===== config.mk =====
export PLATFORM = sky130hd
export DESIGN_NAME = rv32i_instruction_decoder_top_flat
export DESIGN_NICKNAME = d
export VERILOG_FILES = /design/src/sv/rvid_pkg.sv /design/src/sv/rvid_ifs.sv /design/src/sv/rvid_decode.sv /design/src/sv/rvid_addgen.sv /design/src/sv/rv32i_instruction_decoder_top.sv /design/src/flat_wrapper.sv
export SDC_FILE = /design/constraint.sdc
export NUM_CORES = 1
export LEC_CHECK = 0
export BUFFER_PORTS_ARGS = -buffer_cell sky130_fd_sc_hd__buf_4
export CAP_MARGIN = 20
export CELL_PAD_IN_SITES_DETAIL_PLACEMENT = 1
export CELL_PAD_IN_SITES_GLOBAL_PLACEMENT = 2
export CORE_MARGIN = 1
export CORE_UTILIZATION = 44
export CTS_CLUSTER_SIZE = 16
export DETAILED_ROUTE_END_ITERATION = 12
export PLACE_DENSITY = 0.86
export SLEW_MARGIN = 20
export SYNTH_ARGS = -nofsm -noshare
export SYNTH_HDL_FRONTEND = slang
export SYNTH_HIERARCHICAL = 1
export SYNTH_SLANG_ARGS = --single-unit

===== constraint.sdc =====
create_clock -name clk -period 11.8 [get_ports clk]
set_input_delay 0.59 -clock clk [delete_from_list [all_inputs] [get_ports clk]]
set_output_delay 0.59 -clock clk [all_outputs]
set_load 0.05 [all_outputs]

===== src/sv/rvid_pkg.sv =====
// ----------------------------------------------------------------------------
// rvid_pkg - RV32I decoder shared definitions
// Opcodes, class and sub-operation codes, and the decoded-item struct.
// ----------------------------------------------------------------------------
`default_nettype none

package rvid_pkg;

	// major opcodes (bits 6:0)
	localparam logic [6:0] OPC_OP     = 7'h33;
	localparam logic [6:0] OPC_OP_IMM = 7'h13;
	localparam logic [6:0] OPC_LOAD   = 7'h03;
	localparam logic [6:0] OPC_STORE  = 7'h23;
	localparam logic [6:0] OPC_LUI    = 7'h37;
	localparam logic [6:0] OPC_AUIPC  = 7'h17;
	localparam logic [6:0] OPC_JAL    = 7'h6f;
	localparam logic [6:0] OPC_JALR   = 7'h67;
	localparam logic [6:0] OPC_BRANCH = 7'h63;
	localparam logic [6:0] OPC_SYSTEM = 7'h73;

	localparam logic [6:0] F7_BASE = 7'h00;
	localparam logic [6:0] F7_ALT  = 7'h20;

	// exact system words
	localparam logic [31:0] W_ECALL  = 32'h0000_0073;
	localparam logic [31:0] W_EBREAK = 32'h0010_0073;
	localparam logic [31:0] W_SRET   = 32'h1020_0073;
	localparam logic [31:0] W_MRET   = 32'h3020_0073;
	localparam logic [31:0] W_WFI    = 32'h1050_0073;

	// op_class codes
	localparam logic [3:0] CLS_ALU_REG = 4'd0;
	localparam logic [3:0] CLS_ALU_IMM = 4'd1;
	localparam logic [3:0] CLS_LOAD    = 4'd2;
	localparam logic [3:0] CLS_STORE   = 4'd3;
	localparam logic [3:0] CLS_LUI     = 4'd4;
	localparam logic [3:0] CLS_AUIPC   = 4'd5;
	localparam logic [3:0] CLS_JAL     = 4'd6;
	localparam logic [3:0] CLS_JALR    = 4'd7;
	localparam logic [3:0] CLS_BRANCH  = 4'd8;
	localparam logic [3:0] CLS_SYSTEM  = 4'd9;
	localparam logic [3:0] CLS_CSR     = 4'd10;

	// ALU sub-ops beyond the funct3 range
	localparam logic [3:0] ALU_SUB = 4'd8;
	localparam logic [3:0] ALU_SRA = 4'd9;

	// funct3 values used directly
	localparam logic [2:0] F3_ADD = 3'd0;
	localparam logic [2:0] F3_SLL = 3'd1;
	localparam logic [2:0] F3_SR  = 3'd5;
	localparam logic [2:0] F3_PRIV = 3'd0;
	localparam logic [2:0] F3_HLV  = 3'd4;

	// system sub-ops
	localparam logic [3:0] SYS_ECALL   = 4'd0;
	localparam logic [3:0] SYS_EBREAK  = 4'd1;
	localparam logic [3:0] SYS_SRET    = 4'd2;
	localparam logic [3:0] SYS_MRET    = 4'd3;
	localparam logic [3:0] SYS_WFI     = 4'd4;
	localparam logic [3:0] SYS_HOSTCALL = 4'd5;

	// csr sub-ops
	localparam logic [3:0] CSR_RW = 4'd1;
	localparam logic [3:0] CSR_RC = 4'd3;

	typedef struct packed {
		logic [3:0]         op_class;
		logic [3:0]         sub_op;
		logic signed [31:0] immediate;
		logic [11:0]        csr_address;
		logic               operand_is_immediate;
		logic               has_target;
		logic               wr_class;
		logic               illegal;
	} dec_t;

endpackage

`default_nettype wire


===== src/sv/rvid_ifs.sv =====
// ----------------------------------------------------------------------------
// rvid_ifs - RV32I decoder channel interfaces
// Instruction channel in, decoded-item channel out; valid/ready handshake.
// ----------------------------------------------------------------------------
`default_nettype none

interface rvid_in_if;
	logic        valid;
	logic        ready;
	logic [31:0] instr_pc;
	logic [31:0] instr_word;

	modport source (output valid, output instr_pc, output instr_word, input ready);
	modport sink   (input valid, input instr_pc, input instr_word, output ready);
endinterface

interface rvid_out_if;
	logic               valid;
	logic               ready;
	logic [3:0]         op_class;
	logic [3:0]         sub_op;
	logic [4:0]         dest_reg;
	logic [4:0]         src1_reg;
	logic [4:0]         src2_reg;
	logic signed [31:0] immediate;
	logic [11:0]        csr_address;
	logic               operand_is_immediate;
	logic [31:0]        target_address;
	logic [31:0]        link_address;
	logic               writes_dest;
	logic               illegal;

	modport source (
		output valid, input ready,
		output op_class, output sub_op, output dest_reg, output src1_reg,
		output src2_reg, output immediate, output csr_address,
		output operand_is_immediate, output target_address,
		output link_address, output writes_dest, output illegal
	);
	modport sink (
		input valid, output ready,
		input op_class, input sub_op, input dest_reg, input src1_reg,
		input src2_reg, input immediate, input csr_address,
		input operand_is_immediate, input target_address,
		input link_address, input writes_dest, input illegal
	);
endinterface

`default_nettype wire


===== src/sv/rvid_decode.sv =====
// ----------------------------------------------------------------------------
// rvid_decode - RV32I field decode
// Class, sub-op, immediate, CSR fields and illegal detection for one word.
// ----------------------------------------------------------------------------
`default_nettype none

module rvid_decode (
	input  wire logic [31:0]   word,
	input  wire logic          host_syscall_mode,
	output rvid_pkg::dec_t     dec
);

	logic [6:0]         opc;
	logic [6:0]         f7;
	logic [2:0]         f3;
	logic signed [31:0] imm_i;
	logic signed [31:0] imm_s;
	logic signed [31:0] imm_b;
	logic signed [31:0] imm_j;
	logic signed [31:0] imm_u;
	logic signed [31:0] shamt;

	assign opc   = word[6:0];
	assign f3    = word[14:12];
	assign f7    = word[31:25];
	assign imm_i = {{20{word[31]}}, word[31:20]};
	assign imm_s = {{20{word[31]}}, word[31:25], word[11:7]};
	assign imm_b = {{19{word[31]}}, word[31], word[7], word[30:25], word[11:8], 1'b0};
	assign imm_j = {{11{word[31]}}, word[31], word[19:12], word[20], word[30:21], 1'b0};
	assign imm_u = {word[31:12], 12'd0};
	assign shamt = {27'd0, word[24:20]};

	always_comb begin
		dec = '0;
		case (opc)
			rvid_pkg::OPC_OP: begin
				dec.op_class = rvid_pkg::CLS_ALU_REG;
				dec.wr_class = 1'b1;
				if (f7 == rvid_pkg::F7_BASE) begin
					dec.sub_op = {1'b0, f3};
				end else if (f7 == rvid_pkg::F7_ALT && f3 == rvid_pkg::F3_ADD) begin
					dec.sub_op = rvid_pkg::ALU_SUB;
				end else if (f7 == rvid_pkg::F7_ALT && f3 == rvid_pkg::F3_SR) begin
					dec.sub_op = rvid_pkg::ALU_SRA;
				end else begin
					dec.illegal = 1'b1;   // M extension and unknown funct7
				end
			end
			rvid_pkg::OPC_OP_IMM: begin
				dec.op_class = rvid_pkg::CLS_ALU_IMM;
				dec.wr_class = 1'b1;
				if (f3 == rvid_pkg::F3_SLL || f3 == rvid_pkg::F3_SR) begin
					dec.immediate = shamt;
					dec.sub_op = (f3 == rvid_pkg::F3_SR && f7 == rvid_pkg::F7_ALT)
						? rvid_pkg::ALU_SRA : {1'b0, f3};
				end else begin
					dec.immediate = imm_i;
					dec.sub_op    = {1'b0, f3};
				end
			end
			rvid_pkg::OPC_LOAD: begin
				dec.op_class  = rvid_pkg::CLS_LOAD;
				dec.wr_class  = 1'b1;
				dec.sub_op    = {1'b0, f3};
				dec.immediate = imm_i;
				dec.illegal   = (f3 inside {3'd3, 3'd6, 3'd7});
			end
			rvid_pkg::OPC_STORE: begin
				dec.op_class  = rvid_pkg::CLS_STORE;
				dec.sub_op    = {1'b0, f3};
				dec.immediate = imm_s;
				dec.illegal   = (f3 > 3'd2);
			end
			rvid_pkg::OPC_LUI: begin
				dec.op_class  = rvid_pkg::CLS_LUI;
				dec.wr_class  = 1'b1;
				dec.immediate = imm_u;
			end
			rvid_pkg::OPC_AUIPC: begin
				dec.op_class   = rvid_pkg::CLS_AUIPC;
				dec.wr_class   = 1'b1;
				dec.immediate  = imm_u;
				dec.has_target = 1'b1;
				dec.illegal    = (word[11:7] == 5'd0);
			end
			rvid_pkg::OPC_JAL: begin
				dec.op_class   = rvid_pkg::CLS_JAL;
				dec.wr_class   = 1'b1;
				dec.immediate  = imm_j;
				dec.has_target = 1'b1;
			end
			rvid_pkg::OPC_JALR: begin
				dec.op_class  = rvid_pkg::CLS_JALR;
				dec.wr_class  = 1'b1;
				dec.immediate = imm_i;
			end
			rvid_pkg::OPC_BRANCH: begin
				dec.op_class   = rvid_pkg::CLS_BRANCH;
				dec.sub_op     = {1'b0, f3};
				dec.immediate  = imm_b;
				dec.has_target = 1'b1;
				dec.illegal    = (f3 inside {3'd2, 3'd3});
			end
			rvid_pkg::OPC_SYSTEM: begin
				if (f3 == rvid_pkg::F3_PRIV || f3 == rvid_pkg::F3_HLV) begin
					dec.op_class = rvid_pkg::CLS_SYSTEM;
					case (word)
						rvid_pkg::W_ECALL:  dec.sub_op = host_syscall_mode
							? rvid_pkg::SYS_HOSTCALL : rvid_pkg::SYS_ECALL;
						rvid_pkg::W_EBREAK: dec.sub_op = rvid_pkg::SYS_EBREAK;
						rvid_pkg::W_SRET:   dec.sub_op = rvid_pkg::SYS_SRET;
						rvid_pkg::W_MRET:   dec.sub_op = rvid_pkg::SYS_MRET;
						rvid_pkg::W_WFI:    dec.sub_op = rvid_pkg::SYS_WFI;
						default:            dec.illegal = 1'b1;
					endcase
				end else begin
					dec.op_class             = rvid_pkg::CLS_CSR;
					dec.wr_class             = 1'b1;
					dec.sub_op               = {2'b00, f3[1:0]};
					dec.operand_is_immediate = f3[2];
					dec.csr_address          = word[31:20];
				end
			end
			default: begin
				dec.illegal = 1'b1;
			end
		endcase
	end

endmodule

`default_nettype wire


===== src/sv/rvid_addgen.sv =====
// ----------------------------------------------------------------------------
// rvid_addgen - RV32I address generation
// Target (pc + immediate, when the class has one) and link (pc + 4).
// ----------------------------------------------------------------------------
`default_nettype none

module rvid_addgen (
	input  wire logic [31:0]        pc,
	input  wire logic signed [31:0] imm,
	input  wire logic               has_target,
	output logic [31:0]             target,
	output logic [31:0]             link
);

	assign target = has_target ? (pc + unsigned'(imm)) : 32'd0;
	assign link   = pc + 32'd4;

endmodule

`default_nettype wire


===== src/sv/rv32i_instruction_decoder_top.sv =====
// Path: an accepted item is registered in s1, s2 and s3; s3 drives the decoded item out.
// Throughput: one item per cycle; the pipeline only stalls where the output is not taken.
// Stages: s1 field decode, s2 address adders and write flag, s3 output register.
// Reset: arst_n clears all stage valid bits and host_syscall_mode; payload is not reset.
// ----------------------------------------------------------------------------
// rv32i_instruction_decoder_top - RV32I instruction decoder
// Three-stage valid/ready pipeline decoding one RV32I word per cycle while the output is taken.
// ----------------------------------------------------------------------------
`default_nettype none

module rv32i_instruction_decoder_top (
	input  wire logic  clk,
	input  wire logic  arst_n,
	input  wire logic  cfg_wen,
	input  wire logic  cfg_wdata,
	rvid_in_if.sink    instr_in,
	rvid_out_if.source dec_out
);

	// ------------------------------------------------------------------
	// Mode register: the user must see that it is only written while the pipeline
	// is empty, so stage 1 can read it directly; the block does not enforce it.
	// ------------------------------------------------------------------
	logic host_syscall_mode_q;

	always_ff @(posedge clk or negedge arst_n) begin
		if (!arst_n) begin
			host_syscall_mode_q <= 1'b0;
		end else if (cfg_wen) begin
			host_syscall_mode_q <= cfg_wdata;
		end
	end

	// ------------------------------------------------------------------
	// Per-stage backpressure: a stage may load when empty or when the next
	// stage is moving. Bubbles are squeezed out.
	// ------------------------------------------------------------------
	logic valid_s1, valid_s2, valid_s3;
	logic ready_s1, ready_s2, ready_s3;

	assign ready_s3       = !valid_s3 || dec_out.ready;
	assign ready_s2       = !valid_s2 || ready_s3;
	assign ready_s1       = !valid_s1 || ready_s2;
	assign instr_in.ready = ready_s1;

	// ------------------------------------------------------------------
	// Stage 1: field decode of the incoming word
	// ------------------------------------------------------------------
	rvid_pkg::dec_t dec_c;
	rvid_pkg::dec_t dec_s1;
	logic [31:0]    pc_s1;
	logic [14:0]    regs_s1;   // {rd, rs1, rs2}

	rvid_decode u_decode (
		.word              (instr_in.instr_word),
		.host_syscall_mode (host_syscall_mode_q),
		.dec               (dec_c)
	);

	always_ff @(posedge clk or negedge arst_n) begin
		if (!arst_n) begin
			valid_s1 <= 1'b0;
		end else if (ready_s1) begin
			valid_s1 <= instr_in.valid;
		end
	end

	always_ff @(posedge clk) begin
		if (instr_in.valid && ready_s1) begin
			dec_s1  <= dec_c;
			pc_s1   <= instr_in.instr_pc;
			regs_s1 <= {instr_in.instr_word[11:7], instr_in.instr_word[19:15],
				instr_in.instr_word[24:20]};
		end
	end

	// ------------------------------------------------------------------
	// Stage 2: target / link adders, final destination-write flag
	// ------------------------------------------------------------------
	logic [31:0]    target_c, link_c;
	rvid_pkg::dec_t dec_s2;
	logic [14:0]    regs_s2;
	logic [31:0]    target_s2, link_s2;
	logic           wr_s2;

	rvid_addgen u_addgen (
		.pc         (pc_s1),
		.imm        (dec_s1.immediate),
		.has_target (dec_s1.has_target),
		.target     (target_c),
		.link       (link_c)
	);

	always_ff @(posedge clk or negedge arst_n) begin
		if (!arst_n) begin
			valid_s2 <= 1'b0;
		end else if (ready_s2) begin
			valid_s2 <= valid_s1;
		end
	end

	always_ff @(posedge clk) begin
		if (valid_s1 && ready_s2) begin
			dec_s2    <= dec_s1;
			regs_s2   <= regs_s1;
			target_s2 <= target_c;
			link_s2   <= link_c;
			// x0 is never reported as written
			wr_s2     <= dec_s1.wr_class && (regs_s1[14:10] != 5'd0) && !dec_s1.illegal;
		end
	end

	// ------------------------------------------------------------------
	// Stage 3: output register, holds while the sink stalls
	// ------------------------------------------------------------------
	rvid_pkg::dec_t dec_s3;
	logic [14:0]    regs_s3;
	logic [31:0]    target_s3, link_s3;
	logic           wr_s3;

	always_ff @(posedge clk or negedge arst_n) begin
		if (!arst_n) begin
			valid_s3 <= 1'b0;
		end else if (ready_s3) begin
			valid_s3 <= valid_s2;
		end
	end

	always_ff @(posedge clk) begin
		if (valid_s2 && ready_s3) begin
			dec_s3    <= dec_s2;
			regs_s3   <= regs_s2;
			target_s3 <= target_s2;
			link_s3   <= link_s2;
			wr_s3     <= wr_s2;
		end
	end

	assign dec_out.valid                = valid_s3;
	assign dec_out.op_class             = dec_s3.op_class;
	assign dec_out.sub_op               = dec_s3.sub_op;
	assign dec_out.dest_reg             = regs_s3[14:10];
	assign dec_out.src1_reg             = regs_s3[9:5];
	assign dec_out.src2_reg             = regs_s3[4:0];
	assign dec_out.immediate            = dec_s3.immediate;
	assign dec_out.csr_address          = dec_s3.csr_address;
	assign dec_out.operand_is_immediate = dec_s3.operand_is_immediate;
	assign dec_out.target_address       = target_s3;
	assign dec_out.link_address         = link_s3;
	assign dec_out.writes_dest          = wr_s3;
	assign dec_out.illegal              = dec_s3.illegal;

endmodule

`default_nettype wire


===== src/flat_wrapper.sv =====
// flat-port wrapper written by rule: the top's interface ports become plain ports
module rv32i_instruction_decoder_top_flat 
  (clk, arst_n, cfg_wen, cfg_wdata, instr_in_valid, instr_in_instr_pc, instr_in_instr_word, instr_in_ready, dec_out_valid, dec_out_ready, dec_out_op_class, dec_out_sub_op, dec_out_dest_reg, dec_out_src1_reg, dec_out_src2_reg, dec_out_immediate, dec_out_csr_address, dec_out_operand_is_immediate, dec_out_target_address, dec_out_link_address, dec_out_writes_dest, dec_out_illegal);
  rvid_in_if instr_in_i ();
  rvid_out_if dec_out_i ();
  input  wire logic clk;
  input  wire logic arst_n;
  input  wire logic cfg_wen;
  input  wire logic cfg_wdata;
  input wire logic [$bits(instr_in_i.valid)-1:0] instr_in_valid;
  input wire logic [$bits(instr_in_i.instr_pc)-1:0] instr_in_instr_pc;
  input wire logic [$bits(instr_in_i.instr_word)-1:0] instr_in_instr_word;
  output wire logic [$bits(instr_in_i.ready)-1:0] instr_in_ready;
  output wire logic [$bits(dec_out_i.valid)-1:0] dec_out_valid;
  input wire logic [$bits(dec_out_i.ready)-1:0] dec_out_ready;
  output wire logic [$bits(dec_out_i.op_class)-1:0] dec_out_op_class;
  output wire logic [$bits(dec_out_i.sub_op)-1:0] dec_out_sub_op;
  output wire logic [$bits(dec_out_i.dest_reg)-1:0] dec_out_dest_reg;
  output wire logic [$bits(dec_out_i.src1_reg)-1:0] dec_out_src1_reg;
  output wire logic [$bits(dec_out_i.src2_reg)-1:0] dec_out_src2_reg;
  output wire logic [$bits(dec_out_i.immediate)-1:0] dec_out_immediate;
  output wire logic [$bits(dec_out_i.csr_address)-1:0] dec_out_csr_address;
  output wire logic [$bits(dec_out_i.operand_is_immediate)-1:0] dec_out_operand_is_immediate;
  output wire logic [$bits(dec_out_i.target_address)-1:0] dec_out_target_address;
  output wire logic [$bits(dec_out_i.link_address)-1:0] dec_out_link_address;
  output wire logic [$bits(dec_out_i.writes_dest)-1:0] dec_out_writes_dest;
  output wire logic [$bits(dec_out_i.illegal)-1:0] dec_out_illegal;
  assign instr_in_i.valid = instr_in_valid;
  assign instr_in_i.instr_pc = instr_in_instr_pc;
  assign instr_in_i.instr_word = instr_in_instr_word;
  assign instr_in_ready = instr_in_i.ready;
  assign dec_out_valid = dec_out_i.valid;
  assign dec_out_i.ready = dec_out_ready;
  assign dec_out_op_class = dec_out_i.op_class;
  assign dec_out_sub_op = dec_out_i.sub_op;
  assign dec_out_dest_reg = dec_out_i.dest_reg;
  assign dec_out_src1_reg = dec_out_i.src1_reg;
  assign dec_out_src2_reg = dec_out_i.src2_reg;
  assign dec_out_immediate = dec_out_i.immediate;
  assign dec_out_csr_address = dec_out_i.csr_address;
  assign dec_out_operand_is_immediate = dec_out_i.operand_is_immediate;
  assign dec_out_target_address = dec_out_i.target_address;
  assign dec_out_link_address = dec_out_i.link_address;
  assign dec_out_writes_dest = dec_out_i.writes_dest;
  assign dec_out_illegal = dec_out_i.illegal;
  rv32i_instruction_decoder_top u_core (.clk(clk), .arst_n(arst_n), .cfg_wen(cfg_wen), .cfg_wdata(cfg_wdata), .instr_in(instr_in_i), .dec_out(dec_out_i));
endmodule

---- Yosys cells after proc, flatten, opt, wreduce, memory -nomap -nowiden ----
Index checks and enable logic that the tools add are counted.
word-level totals
  bits in writable memories ............... 0
  output and inout bits ................... 136
  latch bits .............................. 0
  bits in registers ....................... 375
  ROM bits ................................ 0
  memories kept ........................... 0
cells by class
  bitwise gates (word level) .............. 1
  divide/modulo/power cells ............... 0
  eq/ne operators ......................... 23
  shifts and indexed selects .............. 0
  add/subtract/negate cells ............... 2
  $lt $le $gt $ge ......................... 1
  mux-type cells .......................... 20
  reduce and logical (&&, ||, !) cells .... 30
  multipliers ............................. 0
operator list
  cell                                                                number
  32-bit case mux with 6 select lines                                 1
  32-bit by 29-bit == test with 1-bit output (second input constant)  2
  36-bit two-way mux                                                  1
  4-bit case mux with 9 select lines                                  1
  32-bit by 3-bit adder with 32-bit output (second input constant)    1
  32-bit adder                                                        1
  32-bit by 21-bit == test with 1-bit output (second input constant)  1
  32-bit by 30-bit == test with 1-bit output (second input constant)  1
  32-bit by 7-bit == test with 1-bit output (second input constant)   1
  7-bit by 6-bit == test with 1-bit output (second input constant)    4
  7-bit == test (second input constant)                               4
  4-bit two-way mux                                                   4
  4-bit case mux with 4 select lines                                  1
  3-bit case mux with 5 select lines                                  1
  7-bit by 5-bit == test with 1-bit output (second input constant)    2
  3-bit == test (second input constant)                               4
  7-bit by 2-bit == test with 1-bit output (second input constant)    1
  1-bit logical AND                                                   7
  7-bit zero test                                                     1
  1-bit two-way mux                                                   7
  1-bit case mux with 7 select lines                                  1
  7-bit OR reduction                                                  1
  3-bit by 2-bit == test with 1-bit output (second input constant)    2
  6-bit two-way mux                                                   1
  16 further kinds                                                    26

---- Logic depth before layout (Yosys ltp) ----
  word-level depth ........................ 6
  gate-level depth with buffers ........... 10
  gate-level depth less buffers ........... 10

---- Hierarchy ----
The synthesis kept the hierarchy.
by module, submodules not included
  module                         times used  cells an instance  area each (sq um)  seq. area each (sq um)
  rv32i_instruction_decoder_top  1           389                11,350.9           11,240.8
  rvid_addgen                    1           376                2,615.0            0.0
  rvid_decode                    1           184                1,108.6            0.0

---- Worst setup path after synthesis ----
Ideal clock, no wire load.
  path type ............................... register to register
  from .................................... register u_core.valid_s3, in the netlist u_core/dec_out.valid
  to ...................................... register u_core/dec_s2[0] in the netlist's numbering (enable)
  path slack .............................. 7.400 ns
  clock period less this slack ............ 4.400 ns
  stages on the path, launching flop included .. 3
  arrival ................................. 3.890 ns
  required time ........................... 11.290 ns
  library setup time ...................... 0.510 ns
  path through ............................ dfrtp_1 nand3b_1 and2_1
on the way
  word-level cells in the longest chain between the ends .. 4
RTL lines
  what                    RTL line                              text
  start, declared         rv32i_instruction_decoder_top.sv:38   logic valid_s1, valid_s2, valid_s3;
  start signal, assigned  rv32i_instruction_decoder_top.sv:125  valid_s3 <= valid_s2;
  1-bit zero test         rv32i_instruction_decoder_top.sv:41   assign ready_s3 = !valid_s3 || dec_out.ready;
  1-bit logical OR        rv32i_instruction_decoder_top.sv:41
  1-bit logical OR        rv32i_instruction_decoder_top.sv:42   assign ready_s2 = !valid_s2 || ready_s3;
  1-bit logical AND       rv32i_instruction_decoder_top.sv:103  if (valid_s1 && ready_s2) begin
  end signal, assigned    rv32i_instruction_decoder_top.sv:104  dec_s2 <= dec_s1;
  end, declared           rv32i_instruction_decoder_top.sv:81   rvid_pkg::dec_t dec_s2;
Every way passes these cells.
A chain may end at the register's enable or synchronous reset.

---- Worst setup path after layout ----
  from .................................... register u_core.pc_s1[24]
  to ...................................... register u_core.target_s2[31], data pin
on the way
  word-level cells in the longest chain between the ends .. 1
RTL lines
  what                    RTL line                              text
  start, declared         rv32i_instruction_decoder_top.sv:51   logic [31:0] pc_s1;
  start signal, assigned  rv32i_instruction_decoder_top.sv:71   pc_s1 <= instr_in.instr_pc;
  32-bit adder            rvid_addgen.sv:15                     assign target = has_target ? (pc + unsigned'(imm)) : 32'd0;
  end signal, assigned    rv32i_instruction_decoder_top.sv:106  target_s2 <= target_c;
  end, declared           rv32i_instruction_decoder_top.sv:83   logic [31:0] target_s2, link_s2;
Every way passes these cells.

==> out/metrics.csv <==
metric,value,unit
Ports,206,
dominant cells by area after synthesis,"edfxtp_1 (74%), ha_1 (2.7%), xnor2_1 (1.6%), nand2_1 (1.5%), nor2_1 (1.5%)",
"Clk Latency, worst-skew pair",0.53,ns
Crit. End Element,register,
Setup CP Type,reg2reg,
pwr/cell area,181,nW/um^2
Setup TNS Final,0,ns
Final period util,0.244,
top cell type by total area after synthesis,edfxtp_1,
synthesized instance count,949,
final setup fails,0,
GRT Util Overall,0.209,
Fmax,0.347,GHz
placed inst area,17100,sq um
Mean Syn Cell Area,15.9,sq um
Final Max Slew Viols,0,
clock-pin slew on the worst setup and hold paths,0.06,ns
overflow left after global routing,0,
distinct cell type count after synthesis,79,
cell chain of the critical path,ha_1 > a21o_1 > o21bai_1 > a311oi_1 > a31oi_1 > a21o_1 > a41oi_2 > mux2_1,
Area Growth Syn to Fin,21.1,%
H-tree depth,2,
CTS Root Cell,clkbuf_16,
Max stage delay on crit path,0.47,ns
CP Max Fanout,11,
final hold slack,0.236,ns
CTS buffer count,39,
slowest CP cell,edfxtp_1,
share of the synthesized area in the top cell type,0.739,
Worst EP arrival,3.15,ns
Die Y,187,microns
number of synthesized flops with an enable pin,371,
data required time of the critical path,12.07,ns
"commonest non-fill, non-tap cells in the layout","edfxtp_1 (371), buf_4 (209), nand2_1 (60)",
Starting Density,0.448,
worst vdd ir,0.0851,mV
DR WL met2,18200,microns
Final ANT Viol Nets,0,
sequential fraction of the synthesis area,0.746,
met1 WL,15500,microns
layout cells sized above 1,0.249,
FP Rows,67,
Final Cell Area,18300,sq um
CTS tree,built,
vias in the first global route,9310,
max_slew headroom,0.266,
core area,33600,sq um
Final Skew,0.0225,ns
largest net degree at the start of global routing,87,
"Top FF cell, synth",edfxtp_1,
Final Hold Viols,0,
via/cell ratio,5.33,
initial antenna violation count,1,
Final Net Count,1276,
total number of yosys warnings,6,
DRT iter0 DRCs,628,
port bufs,205,
DR vias,8812,
Worst Tran Pin Value,1.10,ns
routed length on met3,1750,microns
HP Class,in2reg,
status,finished clean,
"Core Util, Final",0.543,
Post-Route WL,36500,microns
"most used cell, CP",a21o_1,
Worst setup SP type,register,
Lkg Pwr,0.00694,uW
Die ar.,35000,sq um
Clock Sinks,375,
Syn Nets,1052,
area of the mapped netlist,15100,sq um
drt drc,0,
asr flop ratio synth,0.0107,
min Tclk post-route,2.88,ns
RSZ-0062 raised after global routing,no,
first-pass GRT wire length,55400,microns
Seq cells post-synth,375,
quantity of gates resized following cts,0,
max-cap violations,0,
routability cong.,0.881,
Wirelength per Cell,22.1,microns
"most common cell after layout, fill and taps aside",edfxtp_1,
Top Layer Used,met4,
Die X,187,microns
post-DP HPWL,26200,microns
Initial DRT Pass Iterations,5,
clock buffer depth,3,
final total power,3310,uW
==> kinds of logic (layout without fill, tap and decap cells) <==
| kind of cell | after synthesis | in the layout | share of synthesized area |
|---|---|---|---|
| AO/OA/AOI/OAI | 162 | 162 | 0.0812 |
| buffers and inverters | 52 | 306 | 0.0162 |
| flip-flops | 375 | 375 | 0.746 |
| XOR/XNOR | 43 | 43 | 0.0250 |
| multiplexers | 10 | 10 | 0.00681 |
| other | 0 | 1 | 0 |
| AND/OR/NAND/NOR | 274 | 274 | 0.0973 |
| adder cells (fa/ha/maj) | 33 | 33 | 0.0279 |
==> metal layers <==
layer / up-vias / global-route usage
li1: 4112 / -
met1: 4339 / 0.272
met2: 287 / 0.352
met3: 74 / 0.0328
met4: 0 / 0.0788
met5: - / 0
==> critical path: cells and delay by family (launching register included) <==
kind,cells,cell delay (ns)
fa+ha+maj,1,0.47
mux,1,0.34
compound gates,6,1.35
flops,1,0.47
==> cells in the mapped netlist, types with 8 or more instances <==
library cell	n
mux2i_1	8
o21a_1	8
nor3_1	17
a31oi_1	8
clkbuf_1	12
edfxtp_1	371
ha_1	32
nor2_1	59
nand2b_1	19
buf_2	9
xnor2_1	27
nand3_1	23
nand4_1	12
nand2_1	60
a21o_1	26
and2_1	22
nor2b_1	8
o21ai_0	20
xor2_1	16
and3_1	11
a21oi_1	32
inv_1	23
==> registers in the layout (all words and copies together) (netlist names), 4 cells and up <==
| signal | count |
|---|---|
| u_core/target_s2 | 32 |
| u_core/dec_out.immediate | 32 |
| u_core/regs_s2 | 15 |
| u_core/dec_out.target_address | 32 |
| u_core/regs_s3 | 15 |
| u_core/link_s2 | 32 |
| u_core/dec_out.op_class | 4 |
| u_core/dec_out.csr_address | 12 |
| u_core/dec_s1 | 56 |
| u_core/regs_s1 | 15 |
| u_core/dec_out.link_address | 32 |
| u_core/dec_out.sub_op | 4 |
| u_core/pc_s1 | 32 |
| u_core/dec_s2 | 54 |
==> final timing paths <==
check	from	end	slack, ns	cells after the start
setup / recovery	u_core/pc_s1[24]	u_core/target_s2[31]	8.92	8
hold / removal	instr_in_instr_pc[0]	u_core/pc_s1[0]	0.24	1
setup reg to reg	u_core/pc_s1[24]	u_core/target_s2[31]	8.92	8
hold reg to reg	u_core/dec_s2[16]	u_core/dec_out.immediate[0]	0.41	0
max in group asynchronous	arst_n	u_core/valid_s2	11.30	2
min in group asynchronous	arst_n	u_core/host_syscall_mode_q	0.39	2
==> report_power, final <==
group	internal [uW]	total, uW	switching (uW)
sequential	1620	1680	55.1
combinational	140	490	350
clock	635	1140	507
==> what timing repair did <==
action | in CTS | in global routing
endpoints found under the hold margin | 4 | 0
buffers inserted | 0 | 0
hold buffers | 1 | 0
==> per-stage QoR <==
step | cells | setup slack [ns]
final | 1652 | 8.92
after detailed placement | 1579 | 8.87
after global placement | 1579 | 9.00
after CTS | 1651 | 8.95
after global routing | 1652 | 8.80
after floorplan | 949 | 7.40
==> layout make-up <==
class | count | area [sq um]
Timing Repair Buffer | 211 | 1590
Multi-Input combinational cell | 522 | 3590
Tap cell | 448 | 561
Inverter | 24 | 90.1
Antenna cell | 1 | 2.50
Clock buffer | 43 | 991
Clock inverter | 28 | 188
Fill cell | 3264 | 15400
Sequential cell | 375 | 11200
Power figures use the tool's default switching activity.
